<file path="config.mk">
export PLATFORM = sky130hd
export DESIGN_NAME = mws_hsum
export DESIGN_NICKNAME = d
export VERILOG_FILES = /design/src/rtl/mws_pkg.sv /design/src/rtl/mws_hsum.sv
export SDC_FILE = /design/constraint.sdc
export NUM_CORES = 1
export LEC_CHECK = 0
export ABC_AREA = 0
export BUFFER_PORTS_ARGS = -buffer_cell sky130_fd_sc_hd__buf_2
export CORE_ASPECT_RATIO = 1.2
export CORE_UTILIZATION = 25
export DETAILED_ROUTE_END_ITERATION = 6
export GPL_TIMING_DRIVEN = 0
export SYNTH_ARGS = -nofsm -noshare
export SYNTH_HDL_FRONTEND = slang
export SYNTH_SLANG_ARGS = --single-unit
</file>
<file path="constraint.sdc">
create_clock -name clk -period 8 [get_ports clk]
set_input_delay 0.4 -clock clk [delete_from_list [all_inputs] [get_ports clk]]
set_output_delay 0.4 -clock clk [all_outputs]
set_load 0.02 [all_outputs]
</file>
<file path="src/rtl/mws_pkg.sv">
// Shared types and constants for the maximum window sum block.
// No dependencies; imported by every module under rtl/.
`default_nettype none

package mws_pkg;

  localparam int SAMPLE_W     = 16;
  localparam int BEST_W       = 23;
  localparam int ROWS_REG_W   = 13;
  localparam int COLS_REG_W   = 11;
  localparam int WIN_REG_W    = 5;
  localparam int CFG_DATA_W   = 13;
  localparam int CFG_IDX_W    = 2;
  localparam int ROWS_LIMIT   = 4096;
  localparam int ROW_CNT_W    = 12;
  localparam int IN_TDATA_W   = 16;
  localparam int OUT_TDATA_W  = 24;

  localparam int DEF_MAX_COLS     = 1024;
  localparam int DEF_MAX_WIN_ROWS = 16;
  localparam int DEF_MAX_WIN_COLS = 16;

  typedef enum logic [CFG_IDX_W-1:0] {
    REG_MATRIX_ROWS = 2'd0,
    REG_MATRIX_COLS = 2'd1,
    REG_WINDOW_ROWS = 2'd2,
    REG_WINDOW_COLS = 2'd3
  } cfg_reg_e;

  // Per-sample control that travels down the pipeline with the data
  typedef struct packed {
    logic first_row;   // first matrix row: column sum restarts
    logic sub_hist;    // drop the sample that left the window vertically
    logic first_col;   // first column: horizontal sum restarts
    logic sub_recent;  // drop the column sum that left the window horizontally
    logic win_full;    // a complete window ends at this sample
    logic last;        // last sample of the matrix
  } item_flags_t;

endpackage

`default_nettype wire

</file>
<file path="src/rtl/mws_hsum.sv">
// Horizontal stage: running window sum, best-sum tracking and result register.
// Depends on mws_pkg; fed by mws_colsum.
`default_nettype none

module mws_hsum import mws_pkg::*; #(
  parameter int MAX_WIN_ROWS = DEF_MAX_WIN_ROWS,
  parameter int MAX_WIN_COLS = DEF_MAX_WIN_COLS,
  localparam int RIDX_W = (MAX_WIN_COLS > 1) ? $clog2(MAX_WIN_COLS) : 1,
  localparam int CS_W   = SAMPLE_W + $clog2(MAX_WIN_ROWS) + 1
) (
  input  wire logic                   clk,
  input  wire logic                   rst_n,
  input  wire logic                   cfg_we,
  input  wire logic                   cs_valid,
  input  wire logic signed [CS_W-1:0] cs_sum,
  input  wire logic [RIDX_W-1:0]      cs_ridx,
  input  wire item_flags_t            cs_flags,
  input  wire logic                   out_ready,
  output logic                        out_valid,
  output logic [BEST_W-1:0]           out_best
);

  localparam int WS_RAW = CS_W + $clog2(MAX_WIN_COLS) + 1;
  localparam int WS_W   = (WS_RAW > BEST_W) ? WS_RAW : BEST_W + 1;

  logic signed [CS_W-1:0] recent_r [MAX_WIN_COLS];
  logic signed [WS_W-1:0] ws_r;
  logic signed [WS_W-1:0] ws_nxt;
  logic signed [WS_W-1:0] best_r;
  logic signed [WS_W-1:0] best_nxt;

  logic                   s3_valid_r;
  logic                   s3_full_r;
  logic                   s3_last_r;
  logic                   out_valid_r;
  logic [BEST_W-1:0]      out_best_r;

  assign ws_nxt = (cs_flags.first_col ? WS_W'(0) : ws_r) + WS_W'(cs_sum) -
                  (cs_flags.sub_recent ? WS_W'(recent_r[cs_ridx]) : WS_W'(0));

  always_ff @(posedge clk) begin
    if (cs_valid) begin
      ws_r              <= ws_nxt;
      recent_r[cs_ridx] <= cs_sum;
    end
    s3_full_r <= cs_flags.win_full;
    s3_last_r <= cs_flags.last;
  end

  assign best_nxt = (s3_full_r && (ws_r > best_r)) ? ws_r : best_r;

  always_ff @(posedge clk) begin
    if (s3_valid_r && s3_last_r) begin
      out_best_r <= best_nxt[BEST_W-1:0];
    end
  end

  always_ff @(posedge clk) begin
    if (!rst_n) begin
      s3_valid_r  <= 1'b0;
      best_r      <= '0;
      out_valid_r <= 1'b0;
    end else begin
      s3_valid_r <= cs_valid;
      if (out_valid_r && out_ready) begin
        out_valid_r <= 1'b0;
      end
      if (cfg_we) begin
        best_r <= '0;
      end else if (s3_valid_r) begin
        // End of matrix: publish and restart the best sum
        if (s3_last_r) begin
          best_r      <= '0;
          out_valid_r <= 1'b1;
        end else begin
          best_r <= best_nxt;
        end
      end
    end
  end

  assign out_valid = out_valid_r;
  assign out_best  = out_best_r;

endmodule

`default_nettype wire

</file>
Yosys cells after proc, flatten, opt, wreduce, memory -nomap -nowiden. Memories as Yosys holds them, arrays and structs flattened. Index checks and enable logic that the tools add are counted.

Memories: 1. Bits of input ports: 36. RAM bits: 336. Memory bits (read-only): 0. Register bits: 79. Bits in latches: 0. Word-level logic and storage cells: 29.

Div/mod/pow operators: 0. Equal/unequal tests: 0. Add/subtract/negate cells: 2. Order comparisons: 1. Multiplexer cells: 10. Reductions and logical operators: 6. Shifts and indexed selects: 0. $mul: 0. Bitwise gates (word level): 1.

Memory list: recent_r (depth 16, bits a word 21, read ports 1, clocked after Yosys merged registers in 0, wr ports 1, line mws_hsum.sv:26) `logic signed [CS_W-1:0] recent_r [MAX_WIN_COLS];`.

Operators with widths (number): 26-bit 2-to-1 mux (4); 26-bit by 21-bit adder with 26-bit output (1); 26-bit greater-than comparator (1); 26-bit subtractor (1); 1-bit 2-to-1 mux (6); 1-bit logical AND (3); 2-bit AND reduction (1); 2-bit nonzero test (1); 2-bit OR reduction (1); 1-bit inverter (1).

Depth between registers and ports, before layout.
Depth in word-level cells: 5. Gate-level depth with buffers: 18. Depth with buffers taken out: 16.

Worst setup path before layout. Ideal clock, no wire load.

Kind: input to register. Start: input cs_ridx[0]. End: register ws_r[22], data pin. Cell stages on the path: 18. Path buffers: 2. Path slack: 2816 ps. Library setup time: 279 ps. Required time: 7721 ps. Data arrival time: 4905 ps. Cell sequence: clkbuf_1 buf_1 mux4_2 mux4_2 and2_1 ha_1 inv_1 ha_1 inv_1 fa_1 nor2b_1 o21ai_1 a21boi_1 o21ai_0 a21bo_2 a2111oi_0 or2_2 o311ai_1.

Cells in the longest elaborated chain, start to end: 3.

RTL lines: start, declared (line mws_hsum.sv:16) `input wire logic [RIDX_W-1:0] cs_ridx,`; memory 16 x 21 bit; 26-bit 2-to-1 mux (line mws_hsum.sv:39) `(cs_flags.sub_recent ? WS_W'(recent_r[cs_ridx]) : WS_W'(0));`; 26-bit subtractor (line mws_hsum.sv:38) `assign ws_nxt = (cs_flags.first_col ? WS_W'(0) : ws_r) + WS_W'(cs_sum) -`; via ws_nxt[22] (line mws_hsum.sv:28) `logic signed [WS_W-1:0] ws_nxt;`; end signal, assigned (line mws_hsum.sv:43) `ws_r <= ws_nxt;`; end, declared (line mws_hsum.sv:27) `logic signed [WS_W-1:0] ws_r;`.

The timed path passes the listed nets, and every way through them passes these cells. A chain may end at the register's enable or synchronous reset.

Worst setup path after layout. Ends and elaborated chain as after synthesis.

==> results_dict.tcl <==
set metrics [dict create \
    cp-end-kind "register" \
    dpl.hpwl_um 29600 \
    path_class "input pin to register" \
    dp_slack_ns 1.66 \
    drtIter0Drc 707 \
    multi_input_area_um2 6170 \
    yosysWarnings 0 \
    syn-cell-area_um2 19000 \
    start_util 0.253 \
    synth_top_area_cell "edfxtp_1" \
    min_period_ns 5.72 \
    finalWeightedCongestion 0.775 \
    slew_violations 0 \
    synth_nets 1270 \
    clk_path_buf_depth 3 \
    finalCritPeriodShare 0.715 \
    cp_slowest_cell "buf_1" \
    dieArea_um2 77200 \
    fill_cells 7460 \
    routedWlPerCell_um 19.3 \
    grt_pass1_wl_um 67500 \
    slew_headroom 0.212 \
    grt-ovfl-total 0 \
    setup_tns_ns 0 \
    die_y_um 304 \
    setup_violations 0 \
    area_growth_syn_to_layout_pct 17.0 \
    cts_tree "yes" \
    critPathMaxStageDelay_ns 0.92 \
    swShare 0.310 \
    core_um2 75100 \
    power_frac_comb 0.256 \
    viasPerCell 4.52 \
    grtUsageTotal 0.117 \
    clkTransAtPathRegs_ns 0.06 \
    cts_inserted_buffers 45 \
    antennaDiodeCount 0 \
    critPathMaxFanout 10 \
    utilization 0.296 \
    grt_pass1_vias 11000 \
    rsz0062_at_grt "no" \
    final_area_um2 22200 \
    setup_slack_ns 2.28 \
    placed_area_um2 20800 \
    crit_family "compound AO/OA/AOI/OAI gates" \
    synth_edf_count 385 \
    io_buffers 53 \
    timing.fmax_mhz 175 \
    synth_flop_cell "edfxtp_1" \
    path_cells "clkbuf_1, buf_1, mux4_2, mux4_2, and2_1, ha_1, inv_1, ha_1, inv_1, fa_1, nor2b_1, o21ai_1, a21boi_1, o21ai_0, a21bo_2, a2111oi_0, or2_2, o311ai_1" \
    routed_wl_um 44700 \
    hold_path_class "input pin to register" \
    row_count 110 \
    fin_nets 1387 \
    postSynthCellCount 1156 \
    syn_area_per_cell_um2 16.4 \
    cp.required_ns 8.31 \
    power.total_w 0.00630 \
    critPathBufInv 4 \
    arrival_ns 6.03 \
    p_seq_frac 0.426 \
    ir_drop_mv 0.114 \
    grt_max_degree 32 \
    seq_area_frac_synth 0.640 \
    final-seq-area_um2 12200 \
    worstMarginPinSlew_ns 1.18 \
    p_int_w 0.00434 \
    p_sw_w 0.00195 \
    cts_root_buf "clkbuf_16" \
    clock_sinks 415 \
    power.leakage_nw 7.50 \
    hold_viol_final 0 \
    yosys.area.top_type_share 0.608 \
    status "finished clean" \
    via_count 10500 \
    p_per_area_nw_per_um2 283 \
    synth.area.top_cells "edfxtp_1 61%, mux4_2 12%, ha_1 3.5%, dfxtp_1 3.2%, inv_1 2.7%" \
    synth.ff_latch_count 415 \
    cp-start-kind "input pin" \
    cts.repair.resized 0 \
    pwr-share-clk 0.317 \
    ios 60 \
    drtAntennaViolNets 0 \
    synth_cell_types 64 \
    clk_latency_ns 0.60 \
    drc 0 \
    final_common_cell "edfxtp_1" \
    layout-drive-gt1-share 0.226 \
    final_cell_mix "385 x edfxtp_1, 136 x inv_1, 104 x mux4_2" \
    worst_clock_skew_ns 0.0307 \
    async_reset_ff_frac 0 \
    maxCapViolCount 0 \
    grt_antenna_before_repair 7 \
    drt_pass1_iterations 7 \
    htreeDepth 2 \
    die_w_um 254 \
]
## logic make-up after synthesis
| kind of cell | after synthesis | share of synthesized area |
|---|---|---|
| adder cells (fa/ha/maj) | 78 | 0.0612 |
| AND/OR/NAND/NOR | 175 | 0.0490 |
| multiplexers | 107 | 0.125 |
| buffers and inverters | 192 | 0.0407 |
| XOR/XNOR | 21 | 0.00967 |
| AO/OA/AOI/OAI | 168 | 0.0750 |
| flip-flops | 415 | 0.640 |
## metrics by stage
step,hold slack [ns],std cells
after floorplan,0.428,1156
after global placement,0.471,2217
after detailed placement,0.482,2232
after CTS,0.0133,2315
after global routing,0.0514,2315
final,0.0369,2315
## layout make-up
cell class,count,area share
inverters,136,0.0230
multi-input cells,549,0.278
clock buffers,51,0.0516
clock inverters,30,0.0115
flip-flops and latches,415,0.547
repair buffers,70,0.0209
plain buffers,56,0.0119
well taps,1008,0.0567
## registers in the layout, summed over array words and instances (netlist names)
signal      count
out_valid       1
recent_r      336
s3_full_r       1
s3_valid_r      1
ws_r           26
out_best       23
best_r         26
s3_last_r       1
## final timing paths
kind | startpoint | endpoint | slack [ns] | depth (start not counted)
min | rst_n | out_valid | 0.04 | 2
min reg2reg | best_r[24] | best_r[24] | 0.49 | 2
max | cs_ridx[0] | ws_r[22] | 2.28 | 18
max reg2reg | recent_r[15][0] | ws_r[22] | 3.10 | 16
## routing by layer
metal / up-vias / GRT usage / share of wire
li1: 4771 / - / -
met1: 5320 / 0.148 / 0.42
met2: 295 / 0.195 / 0.49
met3: 70 / 0.0283 / 0.063
met4: 10 / 0.0340 / 0.022
met5: - / 0 / 0.0013
## repair_timing
action,in CTS,in global routing
hold buffers,2,0
endpoints found under the hold margin,2,0
setup buffers,0,0
## worst register-to-register path, stage by stage, from the launching register on
cell       delay (ns)
edfxtp_1         0.36
mux4_2           0.48
mux4_2           0.49
and2_1           0.19
ha_1             0.28
inv_1            0.06
ha_1             0.18
inv_1            0.07
fa_1             0.47
nor2b_1          0.15
o21ai_1          0.09
a21boi_1         0.19
o21ai_0          0.13
a21bo_2          0.28
a2111oi_0        0.79
or2_2            0.29
o311ai_1         0.11
## cells in the mapped netlist, drive strengths merged (24+ instances only)
library cell / instances
nor2: 29
o22ai: 24
o32ai: 26
clkbuf: 36
nor3: 35
fa: 25
ha: 53
nand2b: 29
a221oi: 25
mux4: 104
inv: 136
and2: 24
dfxtp: 30
edfxtp: 385
a21oi: 24
## power by group through the flow
stage          Sequential [W]  Combinational, W  Clock (W)
4_1_cts               0.00268           0.00161    0.00204
3_5_place_dp          0.00273           0.00160          0
5_1_grt               0.00270           0.00180    0.00212
6_report              0.00268           0.00161    0.00200
2_1_floorplan         0.00270           0.00120          0
3_3_place_gp          0.00272           0.00156          0
Note: power is estimated with default switching activity, not from simulation.
