### config.mk
export PLATFORM = sky130hd
export DESIGN_NAME = mws_ctrl
export DESIGN_NICKNAME = d
export VERILOG_FILES = /design/src/rtl/mws_pkg.sv /design/src/rtl/mws_ctrl.sv
export SDC_FILE = /design/constraint.sdc
export NUM_CORES = 1
export LEC_CHECK = 0
export ABC_AREA = 1
export BUFFER_PORTS_ARGS = -buffer_cell sky130_fd_sc_hd__buf_4
export CAP_MARGIN = 20
export CORE_MARGIN = 5
export CORE_UTILIZATION = 35
export CTS_CLUSTER_SIZE = 8
export DETAILED_ROUTE_END_ITERATION = 10
export GPL_ROUTABILITY_DRIVEN = 0
export PLACE_DENSITY = 0.55
export SYNTH_ARGS = -nofsm -noshare
export SYNTH_HDL_FRONTEND = slang
export SYNTH_SLANG_ARGS = --single-unit
### constraint.sdc
create_clock -name clk -period 3.7 [get_ports clk]
set_input_delay 0.37 -clock clk [delete_from_list [all_inputs] [get_ports clk]]
set_output_delay 0.37 -clock clk [all_outputs]
set_load 0.01 [all_outputs]
### src/rtl/mws_pkg.sv
// Shared types and constants for the maximum window sum block.
// No dependencies; imported by every module under rtl/.
`default_nettype none

package mws_pkg;

  localparam int SAMPLE_W     = 16;
  localparam int BEST_W       = 23;
  localparam int ROWS_REG_W   = 13;
  localparam int COLS_REG_W   = 11;
  localparam int WIN_REG_W    = 5;
  localparam int CFG_DATA_W   = 13;
  localparam int CFG_IDX_W    = 2;
  localparam int ROWS_LIMIT   = 4096;
  localparam int ROW_CNT_W    = 12;
  localparam int IN_TDATA_W   = 16;
  localparam int OUT_TDATA_W  = 24;

  localparam int DEF_MAX_COLS     = 1024;
  localparam int DEF_MAX_WIN_ROWS = 16;
  localparam int DEF_MAX_WIN_COLS = 16;

  typedef enum logic [CFG_IDX_W-1:0] {
    REG_MATRIX_ROWS = 2'd0,
    REG_MATRIX_COLS = 2'd1,
    REG_WINDOW_ROWS = 2'd2,
    REG_WINDOW_COLS = 2'd3
  } cfg_reg_e;

  // Per-sample control that travels down the pipeline with the data
  typedef struct packed {
    logic first_row;   // first matrix row: column sum restarts
    logic sub_hist;    // drop the sample that left the window vertically
    logic first_col;   // first column: horizontal sum restarts
    logic sub_recent;  // drop the column sum that left the window horizontally
    logic win_full;    // a complete window ends at this sample
    logic last;        // last sample of the matrix
  } item_flags_t;

endpackage

`default_nettype wire

### src/rtl/mws_ctrl.sv
// Configuration registers and raster position counters.
// Depends on mws_pkg; produces memory addresses and per-sample flags.
`default_nettype none

module mws_ctrl import mws_pkg::*; #(
  parameter int MAX_COLS     = DEF_MAX_COLS,
  parameter int MAX_WIN_ROWS = DEF_MAX_WIN_ROWS,
  parameter int MAX_WIN_COLS = DEF_MAX_WIN_COLS,
  localparam int COL_W  = (MAX_COLS > 1) ? $clog2(MAX_COLS) : 1,
  localparam int SLOT_W = (MAX_WIN_ROWS > 1) ? $clog2(MAX_WIN_ROWS) : 1,
  localparam int RIDX_W = (MAX_WIN_COLS > 1) ? $clog2(MAX_WIN_COLS) : 1,
  localparam int HA_W   = (MAX_WIN_ROWS * MAX_COLS > 1) ? $clog2(MAX_WIN_ROWS * MAX_COLS) : 1
) (
  input  wire logic                  clk,
  input  wire logic                  rst_n,
  input  wire logic                  cfg_we,
  input  wire logic [CFG_IDX_W-1:0]  cfg_index,
  input  wire logic [CFG_DATA_W-1:0] cfg_wdata,
  input  wire logic                  adv,
  output logic [COL_W-1:0]           cur_col,
  output logic [HA_W-1:0]            cur_haddr,
  output logic [RIDX_W-1:0]          cur_ridx,
  output item_flags_t                cur_flags
);

  localparam int CCNT_W = $clog2(MAX_COLS + 1);
  localparam int WR_W   = $clog2(MAX_WIN_ROWS + 1);
  localparam int WC_W   = $clog2(MAX_WIN_COLS + 1);

  logic [ROWS_REG_W-1:0] rows_r;
  logic [CCNT_W-1:0]     cols_r;
  logic [WR_W-1:0]       wr_r;
  logic [WC_W-1:0]       wc_r;

  logic [COL_W-1:0]      col_r, col_nxt;
  logic [ROW_CNT_W-1:0]  row_r, row_nxt;
  logic [SLOT_W-1:0]     slot_r, slot_nxt;
  logic [RIDX_W-1:0]     ridx_r, ridx_nxt;

  logic [COLS_REG_W-1:0] cols_raw;
  logic [WIN_REG_W-1:0]  win_raw;
  logic                  col_end;
  logic                  row_end;

  assign cols_raw = cfg_wdata[COLS_REG_W-1:0];
  assign win_raw  = cfg_wdata[WIN_REG_W-1:0];

  // Registers hold clamped values: zero counts as one, oversize as the maximum
  always_ff @(posedge clk) begin
    if (!rst_n) begin
      rows_r <= ROWS_REG_W'(1);
      cols_r <= CCNT_W'(1);
      wr_r   <= WR_W'(1);
      wc_r   <= WC_W'(1);
    end else if (cfg_we) begin
      unique case (cfg_reg_e'(cfg_index))
        REG_MATRIX_ROWS: begin
          if (cfg_wdata == '0)                 rows_r <= ROWS_REG_W'(1);
          else if (int'(cfg_wdata) > ROWS_LIMIT) rows_r <= ROWS_REG_W'(ROWS_LIMIT);
          else                                 rows_r <= cfg_wdata;
        end
        REG_MATRIX_COLS: begin
          if (cols_raw == '0)                  cols_r <= CCNT_W'(1);
          else if (int'(cols_raw) > MAX_COLS)  cols_r <= CCNT_W'(MAX_COLS);
          else                                 cols_r <= CCNT_W'(cols_raw);
        end
        REG_WINDOW_ROWS: begin
          if (win_raw == '0)                      wr_r <= WR_W'(1);
          else if (int'(win_raw) > MAX_WIN_ROWS)  wr_r <= WR_W'(MAX_WIN_ROWS);
          else                                    wr_r <= WR_W'(win_raw);
        end
        REG_WINDOW_COLS: begin
          if (win_raw == '0)                      wc_r <= WC_W'(1);
          else if (int'(win_raw) > MAX_WIN_COLS)  wc_r <= WC_W'(MAX_WIN_COLS);
          else                                    wc_r <= WC_W'(win_raw);
        end
        default: begin
          rows_r <= rows_r;
        end
      endcase
    end
  end

  assign col_end = (int'(col_r) + 1) == int'(cols_r);
  assign row_end = (int'(row_r) + 1) == int'(rows_r);

  always_comb begin
    col_nxt  = col_r;
    row_nxt  = row_r;
    slot_nxt = slot_r;
    ridx_nxt = ridx_r;
    if (cfg_we) begin
      col_nxt  = '0;
      row_nxt  = '0;
      slot_nxt = '0;
      ridx_nxt = '0;
    end else if (adv) begin
      if (col_end) begin
        col_nxt  = '0;
        ridx_nxt = '0;
        if (row_end) begin
          row_nxt  = '0;
          slot_nxt = '0;
        end else begin
          row_nxt  = row_r + ROW_CNT_W'(1);
          slot_nxt = ((int'(slot_r) + 1) == int'(wr_r)) ? '0 : slot_r + SLOT_W'(1);
        end
      end else begin
        col_nxt  = col_r + COL_W'(1);
        ridx_nxt = ((int'(ridx_r) + 1) == int'(wc_r)) ? '0 : ridx_r + RIDX_W'(1);
      end
    end
  end

  always_ff @(posedge clk) begin
    if (!rst_n) begin
      col_r  <= '0;
      row_r  <= '0;
      slot_r <= '0;
      ridx_r <= '0;
    end else begin
      col_r  <= col_nxt;
      row_r  <= row_nxt;
      slot_r <= slot_nxt;
      ridx_r <= ridx_nxt;
    end
  end

  assign cur_col   = col_r;
  assign cur_ridx  = ridx_r;
  assign cur_haddr = HA_W'(int'(slot_r) * MAX_COLS + int'(col_r));

  always_comb begin
    cur_flags.first_row  = (row_r == '0);
    cur_flags.sub_hist   = int'(row_r) >= int'(wr_r);
    cur_flags.first_col  = (col_r == '0);
    cur_flags.sub_recent = int'(col_r) >= int'(wc_r);
    cur_flags.win_full   = ((int'(row_r) + 1) >= int'(wr_r)) &&
                           ((int'(col_r) + 1) >= int'(wc_r));
    cur_flags.last       = col_end && row_end;
  end

endmodule

`default_nettype wire

# Yosys cells after proc, flatten, opt, wreduce, memory -nomap -nowiden
# Index checks and enable logic that the tools add are counted.
[classes]
addsub = 9
n_lt_le_gt_ge = 7
n_eq_ne = 7
n_mux = 12
bitwise = 1
reduce_logical = 14
[ops]
columns = ["op", "count"]
rows = [
  ["32-bit by 12-bit equality test with 1-bit output", 1],
  ["32-bit by 14-bit equality test with 1-bit output", 1],
  ["13-bit 2-to-1 mux", 2],
  ["11-bit 2-to-1 mux", 2],
  ["4-bit 2-to-1 mux", 4],
  ["14-bit by 10-bit adder with 14-bit output", 1],
  ["12-bit by 1-bit adder with 13-bit output, second input constant", 1],
  ["13-bit by 5-bit greater-or-equal comparator with 1-bit output", 1],
  ["13-bit > comparator, second input constant", 1],
  ["13-bit zero test", 1],
  ["12-bit by 1-bit adder with 12-bit output, second input constant", 1],
  ["12-bit by 5-bit greater-or-equal comparator with 1-bit output", 1],
  ["12-bit zero test", 1],
  ["12-bit 2-to-1 mux", 1],
  ["10-bit by 1-bit adder with 11-bit output, second input constant", 1],
  ["11-bit by 5-bit greater-or-equal comparator with 1-bit output", 1],
  ["11-bit > comparator, second input constant", 1],
  ["11-bit zero test", 1],
  ["10-bit by 1-bit adder with 10-bit output, second input constant", 1],
  ["4-bit by 1-bit adder with 5-bit output, second input constant", 2],
  ["5-bit equality test", 2],
  ["10-bit by 5-bit greater-or-equal comparator with 1-bit output", 1],
  ["10-bit zero test", 1],
  ["10-bit 2-to-1 mux", 1],
  ["other kinds (11)", 19],
]
[totals]
regBits = 64
output_inout_bits = 34
word_cells = 58

# Depth between registers and ports, before layout
[depth]
depth_word = 4
depth_mapped = 15
depth_no_buf = 14

# Worst setup path before layout
# No wires, ideal clock.
[synth_path]
path_kind = "register to output"
startpoint = "register col_r[0], in the netlist cur_col[0]"
endpoint = "output cur_flags[1] (netlist name)"
t_arrival_ps = 2004
required_time_ps = 3330
setup_slack_ps = 1326
path_stages_with_launch = 11
n_path_buf = 0
cell_sequence = "dfxtp_1 > inv_2 > ha_1 > ha_1 > a21boi_0 > o21a_1 > o21a_1 > o21ai_0 > nand3_1 > nand2_1 > inv_1"
[synth_rtl]
columns = ["element", "line", "text"]
rows = [
  ["start, declared", "mws_ctrl.sv:35", "logic [COL_W-1:0] col_r, col_nxt;"],
  ["start signal, assigned", "mws_ctrl.sv:122", "col_r <= col_nxt;"],
  ["end, declared", "mws_ctrl.sv:23", "output item_flags_t cur_flags"],
]

==> implementation parameters <==
Parameter                              Value

Run status
  Run status ... complete, no violations

Floorplan
  Core area ... 12,770 sq um
  Std-Cell Rows ... 41
  Floorplan die width ... 124.6 microns
  Die Area ... 15,530 sq um
  Effective utilization at floorplan ... 35.99%
  Top-level port count ... 53
  Die height ... 124.6 microns

Clock tree
  Number of buffers created by CTS ... 9
  CTS max path bufs ... 2
  Clock transition at the registers of the reported paths ... 0.06 ns
  H-tree depth ... 3
  Root buffer cell ... clkbuf_16
  Setup Fix Bufs, Post-CTS ... 0
  Number of clock sinks seen by CTS ... 64
  Number of gates given a new drive strength after cts ... 0
  Later-pin clock latency in the skew report ... 0.33 ns
  Clock tree from TritonCTS ... yes
  Total of hold buffers inserted after clock tree synthesis ... 0

Setup path
  Max stage delay on crit path ... 0.58 ns
  Crit-path cells ... inv_2, ha_1, ha_1, a21boi_0, o21a_1, o21a_1, o21ai_0, nand3_1, nand2_1, inv_1, buf_4
  Type of origin of the critical path ... register
  Standard cell with the maximum stage delay on the critical path ... dfxtp_1
  CP Capture Type ... primary output
  Data arrival time of the critical path ... 2.82 ns
  Maximum fanout along the worst path ... 9
  Critical setup path kind ... reg2out
  CP Data Required Time ... 3.33 ns

Placed design
  Buffers on Ports ... 52
  Half-perimeter wire length after placement ... 10,260 microns
  Post-placement worst setup slack ... 0.8424 ns

Global route
  Antenna violations before repair ... 0
  Vias in the first global route ... 4,555
  First-pass GRT wire length ... 22,180 microns
  Total global routing overflow ... 0
  Total routing usage reported by global routing ... 17.17%
  Pin count of the biggest net entering global routing ... 28

Synth
  Synth warnings ... 0
  Most common cell in the synthesized netlist ... nand2_1
  Fraction of registers with async set/reset ... 0%
  Mapped cell area ... 4597 sq um
  Leading register cell type out of synthesis ... dfxtp_1
  Sequential element share of the synthesized area ... 27.87%
  Most numerous cell types in the synthesized netlist ... nand2_1 (197), inv_1 (82), nand3_1 (69)
  Synth unique cells ... 41
  Largest cells by area after synthesis ... dfxtp_1 (28%), nand2_1 (16%), nand3_1 (7.5%)
  Syn nets ... 748
  Number of synthesized register bits ... 64
  Mean cell area of the mapped netlist ... 6.539 sq um
  Top-area cell type share of the netlist area ... 27.87%
  Number of enable flip-flop cells after synthesis ... 0
  Mapped Cells ... 703
  Post-synthesis cell type with the largest combined area ... dfxtp_1

Routing
  Average vias per placed instance ... 4.966
  Remaining design rule violation count ... 0
  Number of iterations in the first detailed-routing pass ... 5
  Total vias in the final route ... 4,564
  Total Wirelength ... 13,100 microns
  Routed wirelength normalized by instance count ... 14.25 microns
  Post-detailed-route count of antenna-violating nets ... 0
  Drt first-iter violations ... 305

Hold path
  Worst hold path class ... in2reg

Final layout
  Fraction of final layout cells with drive strength greater than 1 ... 15.13%
  Total number of nets in the final design ... 787
  Antenna diode instance count ... 0
  Utilization of the core after routing ... 42.10%
  Fillers ... 1,314
  Layout area overhead ... 16.98%

Pwr
  Power per cell area ... 368.2 nW/um^2
  Max rail drop VDD ... 230.6 uV
  Leakage ... 2.319 nW

STA
  Sum of negative setup slack ... 0 ns
  Hold Violations, Final ... 0
  Worst-case clock skew ... 0.008329 ns
  Unrepaired setup endpoints after global routing ... false
  Post-layout min period ... 3.193 ns
  Actual transition at the worst max-transition pin ... 0.6861 ns
  Fin worst setup slack ... 0.5069 ns
  Final slew viol count ... 0
  Worst hold margin ... 0.2789 ns
  Fraction of the cycle the final worst path needs ... 86.30%
  Final setup fails ... 0
  Slew headroom ... 54.09%
  Maximum clock rate ... 313.2 MHz

Flow run
  Count of max-cap constraint violations ... 0
==> flip-flops by register name, indices dropped and copies added (netlist names) <==
| signal | count |
|---|---|
| cols_r | 11 |
| cur_col | 10 |
| cur_ridx | 4 |
| row_r | 12 |
| rows_r | 13 |
| slot_r | 4 |
| wc_r | 5 |
| wr_r | 5 |
==> routing by layer <==
| metal | routed length, microns | global-route usage (%) | share of wire [%] | vias to the layer above |
|---|---|---|---|---|
| met5 | 0 | 0 | 0 | - |
| met2 | 6366 | 29.90 | 49 | 103 |
| li1 | - | - | - | 2382 |
| met1 | 5967 | 21.25 | 46 | 2060 |
| met3 | 514 | 3.259 | 3.9 | 19 |
| met4 | 246 | 5.674 | 1.9 | 0 |
==> report_power, final <==
part / switching, W / internal, W
logic: 0.000173 / 0.0000926
clock network: 0.000333 / 0.000663
registers: 0.0000156 / 0.000703
total: 0.000521 / 0.00146
==> final timing paths <==
check / from / to / slack (ns) / cells past startpoint
max: cur_col[0] / cur_flags[1] / 0.51 / 11
min: rst_n / wc_r[0] / 0.28 / 2
max reg2reg: cur_col[0] / cur_ridx[3] / 0.79 / 12
min reg2reg: rows_r[3] / rows_r[3] / 0.48 / 2
==> stage by stage <==
| stage | power, W | std cells | area, sq um |
|---|---|---|---|
| 2_1_floorplan | 0.0009069 | 703 | 4597 |
| 3_3_place_gp | 0.0009964 | 903 | 5032 |
| 3_5_place_dp | 0.0009996 | 903 | 5032 |
| 4_1_cts | 0.002002 | 919 | 5378 |
| 5_1_grt | 0.002066 | 919 | 5378 |
| 6_report | 0.001980 | 919 | 5378 |
==> logic make-up after synthesis <==
kind of cell / Yosys count / synth area share, %
buffers and inverters: 113 / 11.13
adder cells (fa/ha/maj): 26 / 7.077
XOR/XNOR: 12 / 2.286
flip-flops: 64 / 27.87
AO/OA/AOI/OAI: 106 / 12.90
AND/OR/NAND/NOR: 382 / 38.73
==> cell type report <==
class	instances	area, sq um	area share, %
Clock buffer	10	229.0	4.258
Clock inverter	6	116.4	2.164
Inverter	87	326.6	6.073
Multi-Input combinational cell	526	2804	52.14
Sequential cell	64	1281	23.83
Tap cell	172	215.2	4.002
Timing Repair Buffer	54	405.4	7.538
==> worst max-delay path, delay by kind of cell, from the launching register on <==
kind	cells	cell delay (ns)
DFF	1	0.58
AOI/OAI and AO/OA	4	0.68
adders and majority gates	2	0.66
buffers and inverters	3	0.31
and+or+nand+nor	2	0.28
==> layout by cell type, fill, tap and decap left out, types with 5 or more instances in the layout <==
cell type  synthesis  routed
o21ai_0           21      21
nor2_2             5       5
nand3_1           69      69
nand2_1          197     197
a21oi_2            7       7
o21ai_1            5       5
nand3b_1           6       6
nand2_2           10      10
a21oi_1           58      58
nand4_1           13      13
buf_4             13      54
xor2_1             7       7
nor3_1            11      11
nor2_1            44      44
xnor2_1            5       5
nor4_1             7       7
ha_1              26      26
inv_1             82      82
clkbuf_16          0       9
dfxtp_1           64      64
nand3_2           10      10
Power figures use the tool's default switching activity.
